==> src/ftsa_pkg.sv <==
// Shared types and codes for the flow table sequence checker.
package ftsa_pkg;

  localparam int KEY_W   = 48;
  localparam int CHUNK_W = 32;

  // Result codes reported with every word on the result channel
  typedef enum logic [1:0] {
    OUT_ACK   = 2'd0,
    OUT_ORDER = 2'd1,
    OUT_FREED = 2'd2,
    OUT_FULL  = 2'd3
  } outcome_t;

  // Lookup word that walks the cell chain; slot numbers travel beside it
  typedef struct packed {
    logic               vld;
    logic [KEY_W-1:0]   key;
    logic               empty;
    logic [CHUNK_W-1:0] chunk;
    logic               hit;
    logic               free;
    logic [CHUNK_W-1:0] hit_last;
  } probe_t;

  // Entry write broadcast from the controller to every cell
  typedef struct packed {
    logic               en;
    logic               valid;
    logic [KEY_W-1:0]   key;
    logic [CHUNK_W-1:0] last;
  } upd_t;

endpackage

==> src/ftsa_dgram_if.sv <==
// Datagram descriptor channel.
interface ftsa_dgram_if;
  logic               valid;
  logic               ready;
  logic [47:0]        sender_key;
  logic               is_empty;
  logic signed [31:0] chunk_number;

  modport source (output valid, sender_key, is_empty, chunk_number, input ready);
  modport sink   (input valid, sender_key, is_empty, chunk_number, output ready);
endinterface

==> src/ftsa_result_if.sv <==
// Result channel.
interface ftsa_result_if;
  logic               valid;
  logic               ready;
  logic [1:0]         outcome;
  logic [2:0]         slot_index;
  logic signed [31:0] ack_chunk;

  modport source (output valid, outcome, slot_index, ack_chunk, input ready);
  modport sink   (input valid, outcome, slot_index, ack_chunk, output ready);
endinterface

==> src/ftsa_cell.sv <==
// One table entry: holds its connection and checks the passing lookup word.
module ftsa_cell #(
  parameter int SLOT_W = 3,
  parameter int SLOT   = 0
) (
  input  logic                clk,
  input  logic                rst,
  input  logic                stall,
  input  ftsa_pkg::probe_t    probe_in,
  input  logic [SLOT_W-1:0]   hit_slot_in,
  input  logic [SLOT_W-1:0]   free_slot_in,
  input  ftsa_pkg::upd_t      upd,
  input  logic [SLOT_W-1:0]   upd_slot,
  output ftsa_pkg::probe_t    probe_out,
  output logic [SLOT_W-1:0]   hit_slot_out,
  output logic [SLOT_W-1:0]   free_slot_out
);
  import ftsa_pkg::*;

  localparam logic [SLOT_W-1:0] MY_SLOT = SLOT_W'(SLOT);

  logic               valid;
  logic [KEY_W-1:0]   key;
  logic [CHUNK_W-1:0] last;

  probe_t            probe_next;
  logic [SLOT_W-1:0] hit_slot_next;
  logic [SLOT_W-1:0] free_slot_next;

  // Claim the word: first matching entry wins, latest free entry overrides
  always_comb begin
    probe_next     = probe_in;
    hit_slot_next  = hit_slot_in;
    free_slot_next = free_slot_in;
    if (probe_in.vld && !probe_in.hit) begin
      if (!valid) begin
        probe_next.free = 1'b1;
        free_slot_next  = MY_SLOT;
      end else if (key == probe_in.key) begin
        probe_next.hit      = 1'b1;
        probe_next.hit_last = last;
        hit_slot_next       = MY_SLOT;
      end
    end
  end

  // Advance the lookup word to the next cell
  always_ff @(posedge clk) begin
    if (rst) begin
      probe_out.vld <= 1'b0;
    end else if (!stall) begin
      probe_out.vld <= probe_next.vld;
    end
  end

  always_ff @(posedge clk) begin
    if (!stall) begin
      probe_out.key      <= probe_next.key;
      probe_out.empty    <= probe_next.empty;
      probe_out.chunk    <= probe_next.chunk;
      probe_out.hit      <= probe_next.hit;
      probe_out.free     <= probe_next.free;
      probe_out.hit_last <= probe_next.hit_last;
      hit_slot_out       <= hit_slot_next;
      free_slot_out      <= free_slot_next;
    end
  end

  // Entry storage, written by the controller broadcast
  always_ff @(posedge clk) begin
    if (rst) begin
      valid <= 1'b0;
    end else if (upd.en && upd_slot == MY_SLOT) begin
      valid <= upd.valid;
    end
  end

  always_ff @(posedge clk) begin
    if (upd.en && upd_slot == MY_SLOT) begin
      key  <= upd.key;
      last <= upd.last;
    end
  end

endmodule

==> src/flow_table_sequence_acker_unit.sv <==
// Top level: connection table as a chain of entry cells plus the decision logic.
//
// Usage: datagram descriptors enter on the dgram channel (sender key, empty
// flag, chunk number); exactly one word leaves on the result channel per
// descriptor, in order (outcome, slot, acknowledged chunk). Both channels
// move a word at a clock edge where valid and ready are high.
// A descriptor walks the chain of TABLE_ENTRIES cells, one cell per cycle,
// collecting the matching entry and the highest free entry. When it leaves
// the last cell the controller picks the outcome, writes the chosen entry
// if the outcome changes it, and loads the output register in the same cycle.
// The descriptor is registered in each cell in turn, then in the output
// register. A new descriptor is taken only after the last one has left
// the cell chain (one item in the chain at a time).
// Reset (synchronous, rst high) frees every entry and empties the chain and
// the output register at once; no clearing pass is needed.
// If the receiver stalls while a result waits, the next descriptor can still
// be taken and walk the chain; it holds at the chain end until the waiting
// result is taken.
module flow_table_sequence_acker_unit #(
  parameter int TABLE_ENTRIES = 8
) (
  input  logic                 clk,
  input  logic                 rst,
  ftsa_dgram_if.sink           dgram,
  ftsa_result_if.source        result
);
  import ftsa_pkg::*;

  localparam int SLOT_W = (TABLE_ENTRIES > 1) ? $clog2(TABLE_ENTRIES) : 1;

  probe_t            head;
  probe_t            chain      [TABLE_ENTRIES];
  logic [SLOT_W-1:0] chain_hit  [TABLE_ENTRIES];
  logic [SLOT_W-1:0] chain_free [TABLE_ENTRIES];

  probe_t            tail;
  logic [SLOT_W-1:0] tail_hit;
  logic [SLOT_W-1:0] tail_free;

  logic busy;
  logic stall;
  logic fire;
  logic accept;

  upd_t              upd;
  logic [SLOT_W-1:0] upd_slot;

  outcome_t           res_outcome;
  logic [SLOT_W+2:0]  res_slot_ext;
  logic [CHUNK_W-1:0] res_ack;
  logic [SLOT_W-1:0]  sel_slot;
  logic [CHUNK_W-1:0] sel_base;
  logic               sel_new;

  logic               out_valid;
  outcome_t           out_outcome;
  logic [2:0]         out_slot;
  logic [CHUNK_W-1:0] out_ack;

  // One descriptor in the chain at a time
  assign dgram.ready = !busy;
  assign accept      = dgram.valid && !busy;

  // Inject the accepted descriptor into the first cell
  always_comb begin
    head.vld      = accept;
    head.key      = dgram.sender_key;
    head.empty    = dgram.is_empty;
    head.chunk    = dgram.chunk_number;
    head.hit      = 1'b0;
    head.free     = 1'b0;
    head.hit_last = '0;
  end

  // Cell chain
  for (genvar i = 0; i < TABLE_ENTRIES; i++) begin : g_cell
    probe_t            p_in;
    logic [SLOT_W-1:0] h_in;
    logic [SLOT_W-1:0] f_in;

    if (i == 0) begin : g_first
      assign p_in = head;
      assign h_in = '0;
      assign f_in = '0;
    end else begin : g_rest
      assign p_in = chain[i-1];
      assign h_in = chain_hit[i-1];
      assign f_in = chain_free[i-1];
    end

    ftsa_cell #(
      .SLOT_W (SLOT_W),
      .SLOT   (i)
    ) u_cell (
      .clk          (clk),
      .rst          (rst),
      .stall        (stall),
      .probe_in     (p_in),
      .hit_slot_in  (h_in),
      .free_slot_in (f_in),
      .upd          (upd),
      .upd_slot     (upd_slot),
      .probe_out    (chain[i]),
      .hit_slot_out (chain_hit[i]),
      .free_slot_out(chain_free[i])
    );
  end

  assign tail      = chain[TABLE_ENTRIES-1];
  assign tail_hit  = chain_hit[TABLE_ENTRIES-1];
  assign tail_free = chain_free[TABLE_ENTRIES-1];

  // Hold the chain end while the output register is full and not taken
  assign stall = tail.vld && out_valid && !result.ready;
  assign fire  = tail.vld && !stall;

  // Pick the entry, the outcome and the entry write
  always_comb begin
    sel_slot    = tail_hit;
    sel_base    = tail.hit_last;
    sel_new     = 1'b0;
    if (!tail.hit) begin
      sel_slot = tail_free;
      sel_base = '0;
      sel_new  = 1'b1;
    end

    upd.en      = 1'b0;
    upd.valid   = 1'b1;
    upd.key     = tail.key;
    upd.last    = '0;
    upd_slot    = sel_slot;
    res_outcome = OUT_FULL;
    res_slot_ext = '0;
    res_ack     = '0;

    priority if (!tail.hit && !tail.free) begin
      res_outcome = OUT_FULL;
    end else if (tail.empty) begin
      res_outcome  = OUT_FREED;
      res_slot_ext = (SLOT_W+3)'(sel_slot);
      upd.en       = fire;
      upd.valid    = 1'b0;
      upd.key      = '0;
    end else if (tail.chunk == CHUNK_W'(sel_base + 32'd1)) begin
      res_outcome  = OUT_ACK;
      res_slot_ext = (SLOT_W+3)'(sel_slot);
      res_ack      = tail.chunk;
      upd.en       = fire;
      upd.last     = tail.chunk;
    end else begin
      res_outcome  = OUT_ORDER;
      res_slot_ext = (SLOT_W+3)'(sel_slot);
      upd.en       = fire && sel_new;
    end
  end

  // Busy from accept until the result is loaded
  always_ff @(posedge clk) begin
    if (rst) begin
      busy <= 1'b0;
    end else if (accept) begin
      busy <= 1'b1;
    end else if (fire) begin
      busy <= 1'b0;
    end
  end

  // Output register
  always_ff @(posedge clk) begin
    if (rst) begin
      out_valid <= 1'b0;
    end else if (fire) begin
      out_valid <= 1'b1;
    end else if (result.ready) begin
      out_valid <= 1'b0;
    end
  end

  always_ff @(posedge clk) begin
    if (fire) begin
      out_outcome <= res_outcome;
      out_slot    <= res_slot_ext[2:0];
      out_ack     <= res_ack;
    end
  end

  assign result.valid      = out_valid;
  assign result.outcome    = out_outcome;
  assign result.slot_index = out_slot;
  assign result.ack_chunk  = out_ack;

endmodule

==> src/flat_wrapper.sv <==
// flat-port wrapper written by rule: the top's interface ports become plain ports
module flow_table_sequence_acker_unit_flat import ftsa_pkg::*;
#(
  parameter int TABLE_ENTRIES = 8
)
  (clk, rst, dgram_valid, dgram_sender_key, dgram_is_empty, dgram_chunk_number, dgram_ready, result_valid, result_outcome, result_slot_index, result_ack_chunk, result_ready);
  ftsa_dgram_if dgram_i ();
  ftsa_result_if result_i ();
  input  logic clk;
  input  logic rst;
  input wire logic [$bits(dgram_i.valid)-1:0] dgram_valid;
  input wire logic [$bits(dgram_i.sender_key)-1:0] dgram_sender_key;
  input wire logic [$bits(dgram_i.is_empty)-1:0] dgram_is_empty;
  input wire logic [$bits(dgram_i.chunk_number)-1:0] dgram_chunk_number;
  output wire logic [$bits(dgram_i.ready)-1:0] dgram_ready;
  output wire logic [$bits(result_i.valid)-1:0] result_valid;
  output wire logic [$bits(result_i.outcome)-1:0] result_outcome;
  output wire logic [$bits(result_i.slot_index)-1:0] result_slot_index;
  output wire logic [$bits(result_i.ack_chunk)-1:0] result_ack_chunk;
  input wire logic [$bits(result_i.ready)-1:0] result_ready;
  assign dgram_i.valid = dgram_valid;
  assign dgram_i.sender_key = dgram_sender_key;
  assign dgram_i.is_empty = dgram_is_empty;
  assign dgram_i.chunk_number = dgram_chunk_number;
  assign dgram_ready = dgram_i.ready;
  assign result_valid = result_i.valid;
  assign result_outcome = result_i.outcome;
  assign result_slot_index = result_i.slot_index;
  assign result_ack_chunk = result_i.ack_chunk;
  assign result_i.ready = result_ready;
  flow_table_sequence_acker_unit #(.TABLE_ENTRIES(TABLE_ENTRIES)) u_core (.clk(clk), .rst(rst), .dgram(dgram_i), .result(result_i));
endmodule
==> config.mk <==
export PLATFORM = sky130hd
export DESIGN_NAME = flow_table_sequence_acker_unit_flat
export DESIGN_NICKNAME = d
export VERILOG_FILES = /design/src/ftsa_pkg.sv /design/src/ftsa_dgram_if.sv /design/src/ftsa_result_if.sv /design/src/ftsa_cell.sv /design/src/flow_table_sequence_acker_unit.sv /design/src/flat_wrapper.sv
export SDC_FILE = /design/constraint.sdc
export NUM_CORES = 2
export LEC_CHECK = 0
export ABC_AREA = 1
export BUFFER_PORTS_ARGS = -buffer_cell sky130_fd_sc_hd__buf_4
export CORE_MARGIN = 3
export CORE_UTILIZATION = 60
export DETAILED_ROUTE_END_ITERATION = 7
export PLACE_DENSITY = 0.87
export SYNTH_ARGS = -nofsm -noshare
export SYNTH_HDL_FRONTEND = slang
export SYNTH_SLANG_ARGS = --single-unit
==> constraint.sdc <==
create_clock -name clk -period 31.9 [get_ports clk]
set_input_delay 1.595 -clock clk [delete_from_list [all_inputs] [get_ports clk]]
set_output_delay 1.595 -clock clk [all_outputs]
set_load 0.02 [all_outputs]
==> out/metrics.yaml <==
power_and_ir_drop:
  pwr-share-comb_pct: 2.1
  internal_power_w: 0.00342
  seqPwrFrac_pct: 57.2
  p_clk_share_pct: 40.6
  leakagePower_nw: 25.5
  irDropWorstVdd_v: 0.0000734
  p_total_w: 0.00428
  power_density_nw_per_um2: 62.9
  swShare_pct: 20.2
  p_switching_w: 0.000866
floorplan:
  die_area_sq_um: 105000
  die_h_um: 324
  fp-row-count: 116
  coreArea_sq_um: 100000
  start_util_pct: 60.5
  die_x_um: 324
  io_pins: 124
worst_setup_path:
  cp.required_ps: 32270
  crit_buf_inv: 5
  cp_max_fo: 70
  crit_path_max_incr_delay_ps: 680
  cp_data_arrival_time_ps: 5710
  slowest_stage: "buf_4"
  worstPathCellList: "buf_4 > nand2_2 > inv_1 > ha_1 > nand3_1 > nor2_4 > nand2_2 > nor2_1 > nand3_1 > nand3_1 > nand2_1 > inv_1 > nand2_1 > nor2_1 > nand3_2 > nand3_4 > nand3_1 > clkinv_2 > buf_4"
  r2r-end: "u_core.g_cell[7].u_cell.key[17]"
  cp-start-kind: "flop"
  rr_worst_depth: 19
  endpoint_kind: "flop"
  crit_path_start: "u_core.g_cell[7].u_cell.probe_out[33]"
  crit_family: "simple AND/OR/NAND/NOR gates"
  rr_startpoint: "u_core.g_cell[7].u_cell.probe_out[33]"
  reg2reg_slack_ps: 26560
  path_class: "reg2reg"
  crit_top_cell: "nand3_1"
finish:
  multiInputGateArea_sq_um: 9650
  final_cells: 5674
  drive_above_1_share_pct: 10.4
  fillers: 5690
  syn_to_final_growth_pct: 12.2
  regArea_sq_um: 49300
  nNetsFinal: 4281
hold_path:
  min_from: "u_core.g_cell[0].u_cell.probe_out[36]"
  worst_hold_path.endpoint: "u_core.g_cell[1].u_cell.probe_out[36]"
  worstHoldPathType: "reg2reg"
  min_path_cells: 0
timing:
  hold_viol: 0
  fmax_mhz: 187
  finalCritPeriodShare_pct: 16.7
  rsz0062_at_grt: "false"
  slew_viol_final: 0
  skew_ps: 23.2
  slew_headroom_pct: 6.10
  fin_ws_ps: 26560
  period_needed_ps: 5340
  totalNegativeSetupSlack_ps: 0
  worst_pin_slew_ps: 1400
  finalSetupViolations: 0
drt:
  ant_nets: 0
  drt-pass1-iter-count: 6
  drc: 0
  drtIter0Drc: 4804
  drt_wl_total_mm: 142
  via_count: 33907
  vias_per_cell: 5.98
  wl_per_cell_um: 25.0
global_routing:
  grt_pass1_vias: 33461
  antenna_found_initial: 4
  grt.overflow.total: 0
  grt_usage_pct: 27.0
  grt_max_degree: 188
  grt_pass1_wl_mm: 206
yosys:
  synth_ff_type: "edfxtp_1"
  mappedNetlistArea_sq_um: 60700
  synthCells: 3956
  ys_ff_latch: 1649
  synthDistinctLibCells: 47
  async_flop_share_pct: 0
  yosysSeqAreaShare_pct: 81.3
  synth.avg_cell_area_sq_um: 15.3
  syn_nets: 4042
  yosysWarnings: 0
  synth_edf_count: 1631
clock_tree:
  h-tree-depth: 4
  clkLatencyLatePin_ps: 750
  cts_hold_buf: 0
  cts_buffer_depth: 3
  cts_made_buffers: 149
  ctsResizeCount: 0
  clk_pin_slew_worst_paths_ps: 60
  clock-sinks: 1649
  cts_tree: "yes"
  cts_setup_buffers: 0
  cts_root_buf: "clkbuf_16"
job:
  max_cap_violations: 0
run_status:
  status: "finished, final reports clean"
placed_design:
  detailed_place_hpwl_mm: 86.9
  portBuffers: 123
  pre_cts_ws_ps: 25800
  place.gp.congestion: 0.915
  dp_cells: 5401
==> Yosys cell counts (all sizes together), types with 7 or more instances <==
master  count  area (sq um)
xor2      161          1410
nor2      227           910
o22ai      36           225
nand3     138           758
nand2     841          3170
dfxtp      18           360
inv       366          1370
clkbuf     54           203
o21ai      74           370
buf        27           175
edfxtp   1631         49000
a22o       14           123
nor4       54           344
or2        17           106
a21oi       9          45.0
nand3b      7          52.6
a221oi     14           123
nand4      57           363
nor3       53           270
xnor2     130          1140
==> power by group through the flow <==
stage | clock [W] | sequential [W] | combinational [W]
2_1_floorplan | 0 | 0.00248 | 0.0000412
3_3_place_gp | 0 | 0.00249 | 0.0000831
3_5_place_dp | 0 | 0.00250 | 0.0000863
4_1_cts | 0.00175 | 0.00245 | 0.0000891
5_1_grt | 0.00183 | 0.00245 | 0.0000953
6_report | 0.00174 | 0.00245 | 0.0000918
==> logic make-up (layout without fill, tap and decap cells) <==
group | Yosys count | in the layout | share of synthesized area [%]
XOR/XNOR | 291 | 291 | 4.20
adder cells (fa/ha/maj) | 1 | 1 | 0.0206
buffers and inverters | 451 | 811 | 2.91
AND/OR/NAND/NOR | 1400 | 1400 | 9.92
flip-flops | 1649 | 1649 | 81.3
AO/OA/AOI/OAI | 164 | 164 | 1.68
other | 0 | 1 | 0
==> per-stage QoR <==
stage / area, sq um / util, % / hold slack (ps)
2_1_floorplan: 60700 / - / 400
3_3_place_gp: 63400 / 63.2 / 400
3_5_place_dp: 63400 / 63.2 / 405
4_1_cts: 68100 / 67.9 / 407
5_1_grt: 68100 / 67.9 / 412
6_report: 68100 / 67.9 / 405
==> placed cells by master (no fill, tap or decap), types with 52 or more instances in the layout <==
master     synthesis  final
edfxtp_1        1631   1631
xor2_1           161    161
nand3_1          126    126
nand4_1           56     56
buf_4              1    167
nor3_1            52     52
o21ai_0           72     72
clkbuf_16          0    153
inv_1            366    358
nor2_1           212    209
nand2_1          835    834
xnor2_1          130    130
==> routing by layer <==
layer / wire, um / GRT usage, % / vias to the layer above
met4: 6110 / 12.2 / 2
met1: 50000 / 36.0 / 16582
li1: - / - / 14443
met3: 16600 / 5.23 / 438
met5: 13 / 0 / -
met2: 69200 / 43.8 / 2442
==> cell type report <==
type	instances	area share (%)
Tap cell	1357	2.49
Multi-Input combinational cell	1856	14.2
Sequential cell	1649	72.4
Clock inverter	96	1.18
Antenna cell	1	0.00367
Inverter	370	2.07
Timing Repair Buffer	169	1.90
Clock buffer	176	5.75
==> worst register-to-register path: cells and delay by family (launching register included) <==
family / cells / cell delay, ps
fa+ha+maj: 1 / 250
flops: 1 / 340
buf+inv: 5 / 2090
simple gates: 13 / 2250
==> worst max path at each step <==
stage                                       endpoint  slack [ps]  cells after the start
2_1_floorplan   u_core.g_cell[0].u_cell.probe_out[0]        5190                      4
4_1_cts        u_core.g_cell[5].u_cell.probe_out[64]       26560                      8
3_5_place_dp   u_core.g_cell[1].u_cell.probe_out[47]       25800                      8
5_1_grt        u_core.g_cell[6].u_cell.probe_out[60]       26180                      8
3_3_place_gp   u_core.g_cell[0].u_cell.probe_out[47]       25920                      8
6_report             u_core.g_cell[7].u_cell.key[17]       26560                     19
==> flip-flops by register name, indices dropped and copies added (netlist names) <==
| signal | count |
|---|---|
| u_core.g_cell.u_cell.last | 256 |
| u_core.result.valid | 1 |
| u_core.g_cell.u_cell.probe_out | 928 |
| u_core.g_cell.u_cell.key | 384 |
| u_core.g_cell.u_cell.valid | 8 |
| u_core.result.ack_chunk | 32 |
| u_core.g_cell.u_cell.free_slot_out | 17 |
| u_core.result.outcome | 2 |
| u_core.result.slot_index | 3 |
| u_core.busy | 1 |
| u_core.g_cell.u_cell.hit_slot_out | 17 |
(Power assumes the default switching activity.)
